**src/rtl/core/ccb_pkg.sv**
```systemverilog
// ----------------------------------------------------------------------------
// ccb_pkg
// Shared widths, register indexes, destination codes and the bin result
// record for the coin classify and bin block.
// ----------------------------------------------------------------------------
package ccb_pkg;

  localparam int MAX_TYPES_DEF = 5;

  localparam int WEIGHT_W  = 16;
  localparam int DIAM_W    = 16;
  localparam int MATCH_W   = 2;
  localparam int DEST_W    = 2;
  localparam int TIDX_W    = 3;
  localparam int FILL_W    = 6;
  localparam int CNT_W     = 16;
  localparam int BINW_W    = 20;
  localparam int NTYPES_W  = 3;
  localparam int SPEC_W    = 62;
  localparam int TOL_W     = 12;
  localparam int CFG_IDX_W = 3;
  localparam int CFG_W     = 62;

  localparam int SPEC_WNOM_LSB = 0;
  localparam int SPEC_WTOL_LSB = 16;
  localparam int SPEC_DNOM_LSB = 28;
  localparam int SPEC_DTOL_LSB = 44;
  localparam int SPEC_CAP_LSB  = 56;

  localparam logic [CFG_IDX_W-1:0] CFG_NUM_TYPES = 3'd0;
  localparam logic [CFG_IDX_W-1:0] CFG_SPEC0     = 3'd1;
  localparam logic [CFG_IDX_W-1:0] CFG_BENT_CAP  = 3'd6;
  localparam logic [CFG_IDX_W-1:0] CFG_OTHER_CAP = 3'd7;

  localparam logic [NTYPES_W-1:0] NUM_TYPES_RST = 3'd1;
  localparam logic [BINW_W-1:0]   BENT_CAP_RST  = 20'd300000;
  localparam logic [BINW_W-1:0]   OTHER_CAP_RST = 20'd200000;

  localparam logic [MATCH_W-1:0] MATCH_BOTH = 2'd2;
  localparam logic [FILL_W-1:0]  FILL_MAX   = '1;
  localparam logic [CNT_W-1:0]   CNT_MAX    = '1;

  typedef enum logic [DEST_W-1:0] {
    DEST_BENT  = 2'd0,
    DEST_ROLL  = 2'd1,
    DEST_OTHER = 2'd2
  } dest_t;

  typedef struct packed {
    logic [BINW_W-1:0] weight;
    logic              replaced;
    logic [CNT_W-1:0]  full;
    logic [CNT_W-1:0]  coins;
  } bin_res_t;

endpackage

```
**src/rtl/core/ccb_ifs.sv**
```systemverilog
// ----------------------------------------------------------------------------
// ccb_ifs
// Valid/ready channels carrying one measured coin word and one result word.
// ----------------------------------------------------------------------------
interface ccb_in_if;
  logic                          valid;
  logic                          ready;
  logic [ccb_pkg::WEIGHT_W-1:0]  weight_mg;
  logic [ccb_pkg::DIAM_W-1:0]    diameter_um;
  logic                          is_bent;
  logic [ccb_pkg::MATCH_W-1:0]   image_match;

  modport source (output valid, weight_mg, diameter_um, is_bent, image_match,
                  input ready);
  modport sink   (input valid, weight_mg, diameter_um, is_bent, image_match,
                  output ready);
endinterface

interface ccb_out_if;
  logic                          valid;
  logic                          ready;
  logic [ccb_pkg::DEST_W-1:0]    destination;
  logic [ccb_pkg::TIDX_W-1:0]    type_index;
  logic [ccb_pkg::FILL_W-1:0]    roll_fill;
  logic                          roll_full;
  logic [ccb_pkg::CNT_W-1:0]     rolls_started;
  logic [ccb_pkg::BINW_W-1:0]    container_weight_mg;
  logic                          container_replaced;
  logic [ccb_pkg::CNT_W-1:0]     containers_filled;
  logic [ccb_pkg::CNT_W-1:0]     container_coins;

  modport source (output valid, destination, type_index, roll_fill, roll_full,
                  rolls_started, container_weight_mg, container_replaced,
                  containers_filled, container_coins,
                  input ready);
  modport sink   (input valid, destination, type_index, roll_fill, roll_full,
                  rolls_started, container_weight_mg, container_replaced,
                  containers_filled, container_coins,
                  output ready);
endinterface

```
**src/rtl/core/ccb_bin.sv**
```systemverilog
// ----------------------------------------------------------------------------
// ccb_bin
// Container accumulator: running weight, coin count and full-container count,
// starting a new container when the capacity would be reached.
// ----------------------------------------------------------------------------
module ccb_bin (
  input  logic                         clk,
  input  logic                         rst_n,
  input  logic                         en,
  input  logic [ccb_pkg::WEIGHT_W-1:0] coin_wt,
  input  logic [ccb_pkg::BINW_W-1:0]   cap,
  output ccb_pkg::bin_res_t            res
);

  logic [ccb_pkg::BINW_W-1:0] weight_r, weight_nxt;
  logic [ccb_pkg::CNT_W-1:0]  coins_r, coins_nxt;
  logic [ccb_pkg::CNT_W-1:0]  full_r, full_nxt;
  logic [ccb_pkg::BINW_W:0]   sum;
  logic                       replace;

  always_comb begin
    sum     = {1'b0, weight_r} + (ccb_pkg::BINW_W + 1)'(coin_wt);
    replace = sum >= {1'b0, cap};
    if (replace) begin
      weight_nxt = ccb_pkg::BINW_W'(coin_wt);
      coins_nxt  = ccb_pkg::CNT_W'(1);
      full_nxt   = (full_r == ccb_pkg::CNT_MAX) ? full_r : full_r + 1'b1;
    end else begin
      weight_nxt = sum[ccb_pkg::BINW_W-1:0];
      coins_nxt  = (coins_r == ccb_pkg::CNT_MAX) ? coins_r : coins_r + 1'b1;
      full_nxt   = full_r;
    end
    res.weight   = weight_nxt;
    res.replaced = replace;
    res.full     = full_nxt;
    res.coins    = coins_nxt;
  end

  always_ff @(posedge clk) begin
    if (!rst_n) begin
      weight_r <= '0;
      coins_r  <= '0;
      full_r   <= '0;
    end else if (en) begin
      weight_r <= weight_nxt;
      coins_r  <= coins_nxt;
      full_r   <= full_nxt;
    end
  end

endmodule

```
**src/rtl/core/coin_classify_and_bin.sv**
```systemverilog
// ----------------------------------------------------------------------------
// coin_classify_and_bin
// Classifies each measured coin against the configured types and routes it
// to a type roll, the bent container or the other container.
// ----------------------------------------------------------------------------
//  Channel  Dir  Word
//  in_word  in   weight_mg, diameter_um, is_bent, image_match
//  out_word out  destination, type_index, roll/container counts
//  cfg_*    in   register index, write data (no read-back)
//
//  One coin per cycle while the output is not stalled; a coin passes the input
//  register, then the result register, with the tolerance compare and counter
//  update between them. State is committed as a word moves into the result register,
//  so the next coin sees it at once. Reset clears all counters and restores
//  register defaults. A stalled result holds; input stalls only when both
//  registers are occupied.
// ----------------------------------------------------------------------------
module coin_classify_and_bin #(
  parameter int MAX_TYPES = ccb_pkg::MAX_TYPES_DEF
) (
  input  logic                          clk,
  input  logic                          rst_n,
  ccb_in_if.sink                        in_word,
  ccb_out_if.source                     out_word,
  input  logic                          cfg_we,
  input  logic [ccb_pkg::CFG_IDX_W-1:0] cfg_index,
  input  logic [ccb_pkg::CFG_W-1:0]     cfg_data
);

  localparam int FW = ccb_pkg::FILL_W;
  localparam int CW = ccb_pkg::CNT_W;

  // configuration
  logic [ccb_pkg::NTYPES_W-1:0] num_types_r;
  logic [ccb_pkg::SPEC_W-1:0]   spec_r [MAX_TYPES];
  logic [ccb_pkg::BINW_W-1:0]   bent_cap_r, other_cap_r;

  always_ff @(posedge clk) begin
    if (!rst_n) begin
      num_types_r <= ccb_pkg::NUM_TYPES_RST;
      bent_cap_r  <= ccb_pkg::BENT_CAP_RST;
      other_cap_r <= ccb_pkg::OTHER_CAP_RST;
      for (int i = 0; i < MAX_TYPES; i++) spec_r[i] <= '0;
    end else if (cfg_we) begin
      if (cfg_index == ccb_pkg::CFG_NUM_TYPES) num_types_r <= cfg_data[2:0];
      if (cfg_index == ccb_pkg::CFG_BENT_CAP)  bent_cap_r  <= cfg_data[19:0];
      if (cfg_index == ccb_pkg::CFG_OTHER_CAP) other_cap_r <= cfg_data[19:0];
      for (int i = 0; i < MAX_TYPES; i++) begin
        if (cfg_index == ccb_pkg::CFG_IDX_W'(ccb_pkg::CFG_SPEC0 + i))
          spec_r[i] <= cfg_data[ccb_pkg::SPEC_W-1:0];
      end
    end
  end

  // handshake
  logic s1_valid_r, out_valid_r;
  logic out_adv, s1_adv;

  assign out_adv       = !out_valid_r || out_word.ready;
  assign s1_adv        = s1_valid_r && out_adv;
  assign in_word.ready = !s1_valid_r || out_adv;

  // input register
  logic [ccb_pkg::WEIGHT_W-1:0] s1_weight_r;
  logic [ccb_pkg::DIAM_W-1:0]   s1_diam_r;
  logic                         s1_bent_r;
  logic [ccb_pkg::MATCH_W-1:0]  s1_match_r;

  always_ff @(posedge clk) begin
    if (!rst_n) begin
      s1_valid_r <= 1'b0;
    end else if (in_word.ready) begin
      s1_valid_r <= in_word.valid;
    end
  end

  always_ff @(posedge clk) begin
    if (in_word.valid && in_word.ready) begin
      s1_weight_r <= in_word.weight_mg;
      s1_diam_r   <= in_word.diameter_um;
      s1_bent_r   <= in_word.is_bent;
      s1_match_r  <= in_word.image_match;
    end
  end

  // type match
  logic [MAX_TYPES-1:0]         match, hit_oh;
  logic                         hit;
  logic [ccb_pkg::TIDX_W-1:0]   hit_idx;
  logic [FW-1:0]                sel_cap, sel_fill;
  logic [CW-1:0]                sel_started;
  logic [FW-1:0]                fill_r [MAX_TYPES];
  logic [CW-1:0]                started_r [MAX_TYPES];

  always_comb begin
    logic [ccb_pkg::WEIGHT_W-1:0] wnom, wdiff;
    logic [ccb_pkg::DIAM_W-1:0]   dnom, ddiff;
    logic [ccb_pkg::TOL_W-1:0]    wtol, dtol;
    for (int i = 0; i < MAX_TYPES; i++) begin
      wnom  = spec_r[i][ccb_pkg::SPEC_WNOM_LSB +: ccb_pkg::WEIGHT_W];
      wtol  = spec_r[i][ccb_pkg::SPEC_WTOL_LSB +: ccb_pkg::TOL_W];
      dnom  = spec_r[i][ccb_pkg::SPEC_DNOM_LSB +: ccb_pkg::DIAM_W];
      dtol  = spec_r[i][ccb_pkg::SPEC_DTOL_LSB +: ccb_pkg::TOL_W];
      wdiff = (s1_weight_r >= wnom) ? s1_weight_r - wnom : wnom - s1_weight_r;
      ddiff = (s1_diam_r >= dnom) ? s1_diam_r - dnom : dnom - s1_diam_r;
      match[i] = (ccb_pkg::NTYPES_W'(i) < num_types_r) &&
                 (wdiff <= ccb_pkg::WEIGHT_W'(wtol)) &&
                 (ddiff <= ccb_pkg::DIAM_W'(dtol));
    end
    hit         = 1'b0;
    hit_oh      = '0;
    hit_idx     = '0;
    sel_cap     = '0;
    sel_fill    = '0;
    sel_started = '0;
    if (s1_match_r == ccb_pkg::MATCH_BOTH) begin
      for (int i = 0; i < MAX_TYPES; i++) begin
        if (!hit && match[i]) begin
          hit         = 1'b1;
          hit_oh[i]   = 1'b1;
          hit_idx     = ccb_pkg::TIDX_W'(i);
          sel_cap     = spec_r[i][ccb_pkg::SPEC_CAP_LSB +: FW];
          sel_fill    = fill_r[i];
          sel_started = started_r[i];
        end
      end
    end
  end

  // roll update
  logic [FW-1:0] fill_nxt;
  logic [CW-1:0] started_nxt;

  always_comb begin
    fill_nxt    = sel_fill;
    started_nxt = sel_started;
    if (sel_fill == sel_cap) begin
      fill_nxt    = FW'(1);
      started_nxt = (sel_started == ccb_pkg::CNT_MAX) ? sel_started : sel_started + 1'b1;
    end else if (sel_fill != ccb_pkg::FILL_MAX) begin
      fill_nxt = sel_fill + 1'b1;
    end
  end

  ccb_pkg::dest_t dest;
  assign dest = s1_bent_r ? ccb_pkg::DEST_BENT :
                hit       ? ccb_pkg::DEST_ROLL : ccb_pkg::DEST_OTHER;

  always_ff @(posedge clk) begin
    if (!rst_n) begin
      for (int i = 0; i < MAX_TYPES; i++) begin
        fill_r[i]    <= '0;
        started_r[i] <= '0;
      end
    end else if (s1_adv && dest == ccb_pkg::DEST_ROLL) begin
      for (int i = 0; i < MAX_TYPES; i++) begin
        if (hit_oh[i]) begin
          fill_r[i]    <= fill_nxt;
          started_r[i] <= started_nxt;
        end
      end
    end
  end

  // containers
  ccb_pkg::bin_res_t bent_res, other_res;

  ccb_bin u_bent_bin (
    .clk     (clk),
    .rst_n   (rst_n),
    .en      (s1_adv && dest == ccb_pkg::DEST_BENT),
    .coin_wt (s1_weight_r),
    .cap     (bent_cap_r),
    .res     (bent_res)
  );

  ccb_bin u_other_bin (
    .clk     (clk),
    .rst_n   (rst_n),
    .en      (s1_adv && dest == ccb_pkg::DEST_OTHER),
    .coin_wt (s1_weight_r),
    .cap     (other_cap_r),
    .res     (other_res)
  );

  // result register
  ccb_pkg::dest_t             dest_r;
  logic [ccb_pkg::TIDX_W-1:0] tidx_r;
  logic [FW-1:0]              fill_out_r;
  logic                       full_out_r;
  logic [CW-1:0]              started_out_r;
  ccb_pkg::bin_res_t          bin_out_r, bin_sel;

  always_comb begin
    case (dest)
      ccb_pkg::DEST_BENT:  bin_sel = bent_res;
      ccb_pkg::DEST_OTHER: bin_sel = other_res;
      default:             bin_sel = '0;
    endcase
  end

  always_ff @(posedge clk) begin
    if (!rst_n) begin
      out_valid_r <= 1'b0;
    end else if (out_adv) begin
      out_valid_r <= s1_valid_r;
    end
  end

  always_ff @(posedge clk) begin
    if (s1_adv) begin
      dest_r    <= dest;
      bin_out_r <= bin_sel;
      if (dest == ccb_pkg::DEST_ROLL) begin
        tidx_r        <= hit_idx;
        fill_out_r    <= fill_nxt;
        full_out_r    <= (fill_nxt == sel_cap);
        started_out_r <= started_nxt;
      end else begin
        tidx_r        <= '0;
        fill_out_r    <= '0;
        full_out_r    <= 1'b0;
        started_out_r <= '0;
      end
    end
  end

  assign out_word.valid               = out_valid_r;
  assign out_word.destination         = dest_r;
  assign out_word.type_index          = tidx_r;
  assign out_word.roll_fill           = fill_out_r;
  assign out_word.roll_full           = full_out_r;
  assign out_word.rolls_started       = started_out_r;
  assign out_word.container_weight_mg = bin_out_r.weight;
  assign out_word.container_replaced  = bin_out_r.replaced;
  assign out_word.containers_filled   = bin_out_r.full;
  assign out_word.container_coins     = bin_out_r.coins;

  // checks
  a_roll_no_bin: assert property (@(posedge clk) disable iff (!rst_n)
    out_valid_r && dest_r == ccb_pkg::DEST_ROLL |->
      bin_out_r == '0 && fill_out_r != '0)
    else $error("roll result carries container data or empty fill");

  a_bin_no_roll: assert property (@(posedge clk) disable iff (!rst_n)
    out_valid_r && dest_r != ccb_pkg::DEST_ROLL |->
      tidx_r == '0 && fill_out_r == '0 && !full_out_r)
    else $error("container result carries roll data");

  a_replace_one: assert property (@(posedge clk) disable iff (!rst_n)
    out_valid_r && bin_out_r.replaced |-> bin_out_r.coins == CW'(1))
    else $error("new container does not hold exactly one coin");

  a_s1_hold: assert property (@(posedge clk) disable iff (!rst_n)
    s1_valid_r && !out_adv |=> s1_valid_r && $stable(s1_weight_r))
    else $error("input register lost a word while stalled");

endmodule
```
**src/flat_wrapper.sv**
```systemverilog
// flat-port wrapper written by rule: the top's interface ports become plain ports
module coin_classify_and_bin_flat 
#(
  parameter int MAX_TYPES = ccb_pkg::MAX_TYPES_DEF
)
  (clk, rst_n, cfg_we, cfg_index, cfg_data, in_word_valid, in_word_weight_mg, in_word_diameter_um, in_word_is_bent, in_word_image_match, in_word_ready, out_word_valid, out_word_destination, out_word_type_index, out_word_roll_fill, out_word_roll_full, out_word_rolls_started, out_word_container_weight_mg, out_word_container_replaced, out_word_containers_filled, out_word_container_coins, out_word_ready);
  ccb_in_if in_word_i ();
  ccb_out_if out_word_i ();
  input  logic clk;
  input  logic rst_n;
  input  logic cfg_we;
  input  logic [ccb_pkg::CFG_IDX_W-1:0] cfg_index;
  input  logic [ccb_pkg::CFG_W-1:0] cfg_data;
  input wire logic [$bits(in_word_i.valid)-1:0] in_word_valid;
  input wire logic [$bits(in_word_i.weight_mg)-1:0] in_word_weight_mg;
  input wire logic [$bits(in_word_i.diameter_um)-1:0] in_word_diameter_um;
  input wire logic [$bits(in_word_i.is_bent)-1:0] in_word_is_bent;
  input wire logic [$bits(in_word_i.image_match)-1:0] in_word_image_match;
  output wire logic [$bits(in_word_i.ready)-1:0] in_word_ready;
  output wire logic [$bits(out_word_i.valid)-1:0] out_word_valid;
  output wire logic [$bits(out_word_i.destination)-1:0] out_word_destination;
  output wire logic [$bits(out_word_i.type_index)-1:0] out_word_type_index;
  output wire logic [$bits(out_word_i.roll_fill)-1:0] out_word_roll_fill;
  output wire logic [$bits(out_word_i.roll_full)-1:0] out_word_roll_full;
  output wire logic [$bits(out_word_i.rolls_started)-1:0] out_word_rolls_started;
  output wire logic [$bits(out_word_i.container_weight_mg)-1:0] out_word_container_weight_mg;
  output wire logic [$bits(out_word_i.container_replaced)-1:0] out_word_container_replaced;
  output wire logic [$bits(out_word_i.containers_filled)-1:0] out_word_containers_filled;
  output wire logic [$bits(out_word_i.container_coins)-1:0] out_word_container_coins;
  input wire logic [$bits(out_word_i.ready)-1:0] out_word_ready;
  assign in_word_i.valid = in_word_valid;
  assign in_word_i.weight_mg = in_word_weight_mg;
  assign in_word_i.diameter_um = in_word_diameter_um;
  assign in_word_i.is_bent = in_word_is_bent;
  assign in_word_i.image_match = in_word_image_match;
  assign in_word_ready = in_word_i.ready;
  assign out_word_valid = out_word_i.valid;
  assign out_word_destination = out_word_i.destination;
  assign out_word_type_index = out_word_i.type_index;
  assign out_word_roll_fill = out_word_i.roll_fill;
  assign out_word_roll_full = out_word_i.roll_full;
  assign out_word_rolls_started = out_word_i.rolls_started;
  assign out_word_container_weight_mg = out_word_i.container_weight_mg;
  assign out_word_container_replaced = out_word_i.container_replaced;
  assign out_word_containers_filled = out_word_i.containers_filled;
  assign out_word_container_coins = out_word_i.container_coins;
  assign out_word_i.ready = out_word_ready;
  coin_classify_and_bin #(.MAX_TYPES(MAX_TYPES)) u_core (.clk(clk), .rst_n(rst_n), .in_word(in_word_i), .out_word(out_word_i), .cfg_we(cfg_we), .cfg_index(cfg_index), .cfg_data(cfg_data));
endmodule
```
**config.mk**
```make
export PLATFORM = sky130hd
export DESIGN_NAME = coin_classify_and_bin_flat
export DESIGN_NICKNAME = d
export VERILOG_FILES = /design/src/rtl/core/ccb_pkg.sv /design/src/rtl/core/ccb_ifs.sv /design/src/rtl/core/ccb_bin.sv /design/src/rtl/core/coin_classify_and_bin.sv /design/src/flat_wrapper.sv
export SDC_FILE = /design/constraint.sdc
export NUM_CORES = 2
export LEC_CHECK = 0
export BUFFER_PORTS_ARGS = -buffer_cell sky130_fd_sc_hd__buf_2
export CORE_ASPECT_RATIO = 0.75
export CORE_UTILIZATION = 40
export DETAILED_ROUTE_END_ITERATION = 7
export HOLD_SLACK_MARGIN = 0.05
export PLACE_DENSITY_LB_ADDON = 0.12
export SETUP_SLACK_MARGIN = 0.4
export SKIP_LAST_GASP = 1
export SYNTH_ARGS = -nofsm -noshare
export SYNTH_HDL_FRONTEND = slang
export SYNTH_SLANG_ARGS = --single-unit
```
**constraint.sdc**
```tcl
create_clock -name clk -period 20.2 [get_ports clk]
set_clock_uncertainty 0.1 [all_clocks]
set_input_delay 0 -clock clk [delete_from_list [all_inputs] [get_ports clk]]
set_output_delay 0 -clock clk [all_outputs]
set_load 0.02 [all_outputs]
```
======== Yosys cells after proc, flatten, opt, wreduce, memory -nomap -nowiden ========
Memories as Yosys holds them, arrays and structs flattened.
Cells that the tools add are included.
Widths: inputs -> output; s select.
operators by class
  $add $sub $neg .......................... 28
  bitwise operators ....................... 17
  mux-type cells .......................... 120
  shift operators ......................... 0
  div/mod/pow operators ................... 0
  order comparisons ....................... 27
  eq/ne operators ......................... 18
  multiply operators ...................... 0
  reduce and logical (&&, ||, !) cells .... 34
operator list
  operator               number
  $mux 16                31
  $sub 16x16->16         20
  $mux 62                5
  $ge 16x16->1           10
  $le 16x12->1           10
  $mux 6                 19
  $pmux 53 s2            1
  $add 16x1->16 const B  5
  $eq 16x16->1 const B   5
  $mux 1                 56
  $add 20x16->21         2
  $ge 21x20->1           2
  $mux 20                2
  $logic_and 1x1->1      19
  $or 1x1->1             15
  $eq 3x3->1 const B     4
  $eq 6x6->1             2
  $mux 2                 4
  $reduce_and 2->1       4
  $add 6x1->6 const B    1
  $eq 3x2->1 const B     2
  $logic_not 1->1        6
  $lt 1x3->1 const A     2
  $lt 2x3->1 const A     2
  12 further kinds       15
storage, ports and cells
  output and inout port bits .............. 83
  memories kept ........................... 3
  ROM bits ................................ 0
  logic and storage cells ................. 272
  bits in latches ......................... 0
  bits of input ports ..................... 105
  bits in writable memories ............... 420
  register bits after elaboration ......... 265
memories
  memory            depth  bits a word  rd ports  clocked after memory_dff  write ports  line                         source
  u_core.spec_r     5      62           5         0                         5            coin_classify_and_bin.sv:35  logic [ccb_pkg::SPEC_W-1:0] spec_r [MAX_TYPES];
  u_core.started_r  5      16           5         0                         5            coin_classify_and_bin.sv:93  logic [CW-1:0] started_r [MAX_TYPES];
  u_core.fill_r     5      6            5         0                         5            coin_classify_and_bin.sv:92  logic [FW-1:0] fill_r [MAX_TYPES];

======== Longest topological paths before layout ========
An unclocked memory read counts as a cell.
  depth in word-level cells ............... 32
  depth in mapped cells ................... 38
  depth with buffers taken out ............ 35

======== Hierarchy ========
A second synthesis with hierarchy kept.
unflattened totals
  cells, all modules ...................... 5244
  area, all modules ....................... 49103.3 um^2
by module, submodules not included
  module                 cells each  times used  area an instance (um^2)  seq. area each (um^2)
  coin_classify_and_bin  4082        1           39967.1                  16996.3
  ccb_bin                581         2           4568.1                   1041.0

======== Worst setup path before layout ========
Ideal clock, no wire load.
  kind .................................... reg-to-reg
  start ................................... register u_core.s1_weight_r[0] (netlist bit)
  end ..................................... memory u_core.fill_r[0][10] (netlist bit), enable pin
  path buffers ............................ 3
  clock period less this slack ............ 8220 ps
  cell stages (with the launch flop) ...... 30
  data required time ...................... 19668 ps
  library setup time ...................... 432 ps
  slack ................................... 11980 ps
  arrival time ............................ 7688 ps
  cell sequence ........................... edfxtp_1 > inv_1 > ha_1 > inv_1 > fa_1 > a211oi_1 > o211ai_1 > a41oi_1 > nor3_1 > o22ai_1 > clkbuf_1 > mux2_2 > ha_1 > nor2b_1 > o211ai_1 > a21oi_1 > o2111ai_1 > a21oi_1 > a211oi_1 > nand4_1 > nor3_1 > nor2_1 > nand2_1 > clkbuf_1 > o31ai_1 > nand2b_1 > inv_1 > nand4_1 > clkbuf_1 > o21ai_0
RTL lines
  element                 line                         source
  start, declared         coin_classify_and_bin.sv:64  logic [ccb_pkg::WEIGHT_W-1:0] s1_weight_r;
  start signal, assigned  coin_classify_and_bin.sv:79  s1_weight_r <= in_word.weight_mg;
  end, declared           coin_classify_and_bin.sv:92

==> results by group <==
Synthesis
  • Netlist area before placement: around 0.047 mm²
  • Warnings from Yosys: 0
  • Post-Synthesis Mean Instance Area: 9.57 µm²
  • Predominant post-synthesis flop cell: sky130_fd_sc_hd__edfxtp_1
  • Fraction of synthesized area in multiplexers: under 10%
  • Synth async-reset ratio: 0%
  • Share of the synthesized netlist area taken by xor and xnor gates: slightly below 5%
  • Main combinational cell family by area after synthesis: compound AO/OA/AOI/OAI gates
  • Count of cell types in the netlist: between 90 and 100
  • Number of enable-type register cells in the synthesized netlist: approximately 540
  • Yosys reg bits: 685
  • Synth Instances: ~4900
  • Compound-cell area share of the yosys netlist: 18.3%
  • Post-Syn Nets: 5548
  • Portion of the post-synthesis area used by sequential elements: 40.6%
  • Share of synthesized cell area in and, or, nand and nor gates: around 13%
  • Adder-Cell Fraction of Synth Area: between 10% and 20%

Timing
  • Worst setup slack after layout: 9.28 ns
  • RSZ-0062 raised after global routing: no
  • Final setup violation count: 0
  • Minimum period implied by the final worst setup slack: 10.92 ns
  • Peak clock frequency supported by timing: ~90 MHz
  • Aggregate negative setup slack: 0 ns
  • Slew at the pin closest to its max-slew limit: ~1.2 ns
  • Final Max Tran Viols: 0
  • Fin crit share: 54.1%
  • Worst slew margin relative to its limit: approximately a fifth
  • Final hold vios: 0

Floorplanning
  • Core outline area: approximately 0.12 mm²
  • Io pins: about 190
  • Total Die Area: about 0.12 mm²
  • Die X-Extent: 398 µm
  • Die Ht: ~300 µm
  • Starting utilization of the core area: 40.5%
  • Floorplan row count: 108

GRT
  • Pin count of the biggest net entering global routing: slightly above 80
  • Total routing resource utilization after global routing: 26.3%
  • Initial antenna violation count: 9
  • Via count of the first global-routing pass: approximately 37000
  • Wire length of the first global-routing pass: 237000 µm
  • Total gr overflow: 0

Setup path
  • CP dominant cell by count: sky130_fd_sc_hd__inv_1
  • Setup slack, reg-to-reg: roughly 9.3 ns
  • Slowest stage cell on the critical path: sky130_fd_sc_hd__a21oi_1
  • Reg-to-reg endpoint: u_core.started_r[0][10]
  • Crit path kind: reg -> reg
  • Crit Path Max Fanout: 40
  • CP max stage delay: about 0.95 ns
  • Launch point of the worst reg-to-reg path: u_core.s1_weight_r[0]
  • Data required, critical path: ~20 ns
  • Arrival @ worst endpoint: 10.98 ns
  • Setup crit start kind: flop
  • Endpoint kind of the worst setup timing path: flop
  • Reg2reg path depth: 32

Layout
  • Commonest cells after routing, fill and taps aside: sky130_fd_sc_hd__edfxtp_1, sky130_fd_sc_hd__ha_1, sky130_fd_sc_hd__a21oi_1, sky130_fd_sc_hd__inv_1, sky130_fd_sc_hd__nand2_1
  • Fin nets: slightly below 6000
  • Filler instances: about 11000
  • Storage cell area: ~0.019 mm²
  • Layout Area Growth over Synthesis: 14.5%
  • Multi-input logic area: 0.0256 mm²
  • Final Instance Count excl. Fillers: 6783
  • Share of layout cells above drive strength 1: a little under 9%
  • Leading cell type in the layout, fill and taps excluded: sky130_fd_sc_hd__edfxtp_1

Power and ir drop
  • Power per Cell Area: 80.8 mW/mm²
  • Leakage: 22.0 nW
  • Maximum ir drop on the vdd rail: around 0.063 mV

Clocking
  • Hold buffer count at cts: roughly 160
  • TritonCTS clock tree: yes
  • Clock root buffer master: sky130_fd_sc_hd__clkbuf_16
  • Number of sinks handled by clock tree synthesis: around 700
  • Post-CTS resize count: 0
  • Clk Latency, worst-skew pair: around 0.68 ns
  • Post-CTS Setup Bufs: 0
  • Reg clk slew, reported paths: around 0.060 ns
  • Number of clock buffers inserted by TritonCTS: 79
  • Max Root-Sink Buffers: 3
  • H-Tree Level Count: 3

Drt
  • Via count: about 38000
  • Routed len/inst: about 23 µm
  • First-pass iteration count of the detailed router: 7
  • DR iter-0 viols: approximately 3200
  • Remaining number of nets flagged by the antenna check after routing: 0
  • Post-detailed-route via-to-cell ratio: approximately 5.6
  • Wirelength, routed: roughly 160000 µm
  • Remaining routing DRC violations: 0

Placement
  • Detailed-placement wirelength estimate: around 120000 µm
  • Cells after DPL: around 6500
  • Port Buffers: 187
  • Routability-driven placement congestion ratio: roughly 0.94
  • Setup Slack @ Placement: around 9.4 ns

Run status
  • Result of the run: complete, no violations

Min path
  • Path type of the worst min-delay path: in -> reg
  • Number of cells on the worst hold path: 4
  • Destination of the worst hold path: u_core.bent_cap_r[10]
  • Worst hold path startpoint: cfg_data[10]

Run
  • Max capacitance violation total: 0
==> area by class of cell <==
class	instances	share of cell area (%)
multi-input combinational	3565	47.5
sequential	685	35.4
timing repair buffer	399	5.43
clock buffer	93	3.83
tap	1540	3.58
inverter	449	3.14
clock inverter	50	1.10
antenna	2	0.00930
==> cell usage after synthesis, types with 43 or more instances <==
cell	n	area (µm²)
sky130_fd_sc_hd__o22ai_1	48	300
sky130_fd_sc_hd__o21ai_0	238	1190
sky130_fd_sc_hd__nor2_1	333	1250
sky130_fd_sc_hd__nand3_1	79	395
sky130_fd_sc_hd__nor3_1	82	410
sky130_fd_sc_hd__edfxtp_1	536	16100
sky130_fd_sc_hd__and2_1	91	569
sky130_fd_sc_hd__nor2b_1	70	438
sky130_fd_sc_hd__nand2_1	362	1360
sky130_fd_sc_hd__a21o_1	112	841
sky130_fd_sc_hd__xnor2_1	153	1340
sky130_fd_sc_hd__xor2_1	107	937
sky130_fd_sc_hd__dfxtp_1	149	2980
sky130_fd_sc_hd__ha_1	508	6360
sky130_fd_sc_hd__o211ai_1	56	420
sky130_fd_sc_hd__a21oi_1	452	2260
sky130_fd_sc_hd__inv_1	447	1680
sky130_fd_sc_hd__clkbuf_1	171	642
sky130_fd_sc_hd__mux2i_1	119	1190
sky130_fd_sc_hd__a211oi_1	90	676
sky130_fd_sc_hd__nand4_1	81	507
sky130_fd_sc_hd__o21bai_1	43	323
==> cell families after synthesis <==
| family | Yosys count |
|---|---|
| XOR/XNOR | 260 |
| flip-flops | 685 |
| AO/OA/AOI/OAI | 1351 |
| multiplexers | 140 |
| adder cells (fa/ha/maj) | 530 |
| buffers and inverters | 663 |
| AND/OR/NAND/NOR | 1284 |
==> per-layer routing <==
| layer | up-vias | track usage, % | share of wire [%] |
|---|---|---|---|
| met3 | 151 | 3.34 | 5.6 |
| met2 | 1152 | 39.9 | 44 |
| met1 | 18600 | 39.8 | 49 |
| met4 | 0 | 5.19 | 1.7 |
| li1 | 18300 | - | - |
| met5 | - | 0 | 0 |
==> flip-flops by register name, summed over array words and instances (netlist names), 20 cells and up <==
name and cells:
u_core.u_other_bin.weight_r 20, u_core.spec_r 310, u_core.out_word.container_weight_mg 20, u_core.other_cap_r 20, u_core.fill_r 30, u_core.u_bent_bin.weight_r 20
u_core.started_r 80, u_core.bent_cap_r 20
==> power breakdown <==
group,internal (mW),switching [mW],leakage [nW],total (mW)
Combinational,0.455,0.740,14.2,1.19
Sequential,1.60,0.0481,6.45,1.65
Clock,0.856,0.645,1.30,1.50
==> through the flow <==
stage          hold WS, ns  utilization, %  area, µm²  total power, mW
2_1_floorplan     -0.00113               -      47000             2.47
3_3_place_gp        0.0773            42.7      49600             2.83
3_5_place_dp        0.0781            42.7      49600             2.83
4_1_cts             0.0507            46.4      53800             4.36
5_1_grt             0.0888            46.4      53800             4.55
6_report            0.0832            46.4      53800             4.35
==> critical path: cells and delay by family (launching register included) <==
family          cells  cell delay, ns
buf+inv             7            1.64
simple gates        9            3.29
fa+ha+maj           3            0.97
flops               1            0.60
mux                 1            0.38
compound gates     11            3.22
xor+xnor            1            0.10
==> how the worst max path moves through the flow <==
stage                               start                 endpoint  slack, ns  cells past startpoint
detailed placement  u_core.s1_weight_r[0]  u_core.started_r[0][15]       9.43                     32
floorplan           u_core.s1_weight_r[0]     u_core.fill_r[0][10]      11.98                     29
finish              u_core.s1_weight_r[0]  u_core.started_r[0][10]       9.28                     32
CTS                 u_core.s1_weight_r[0]   u_core.started_r[0][1]       9.35                     32
global route        u_core.s1_weight_r[0]   u_core.started_r[0][7]       8.53                     32
global placement    u_core.s1_weight_r[0]   u_core.started_r[0][8]       9.74                     32
Power figures use the tool's default switching activity.
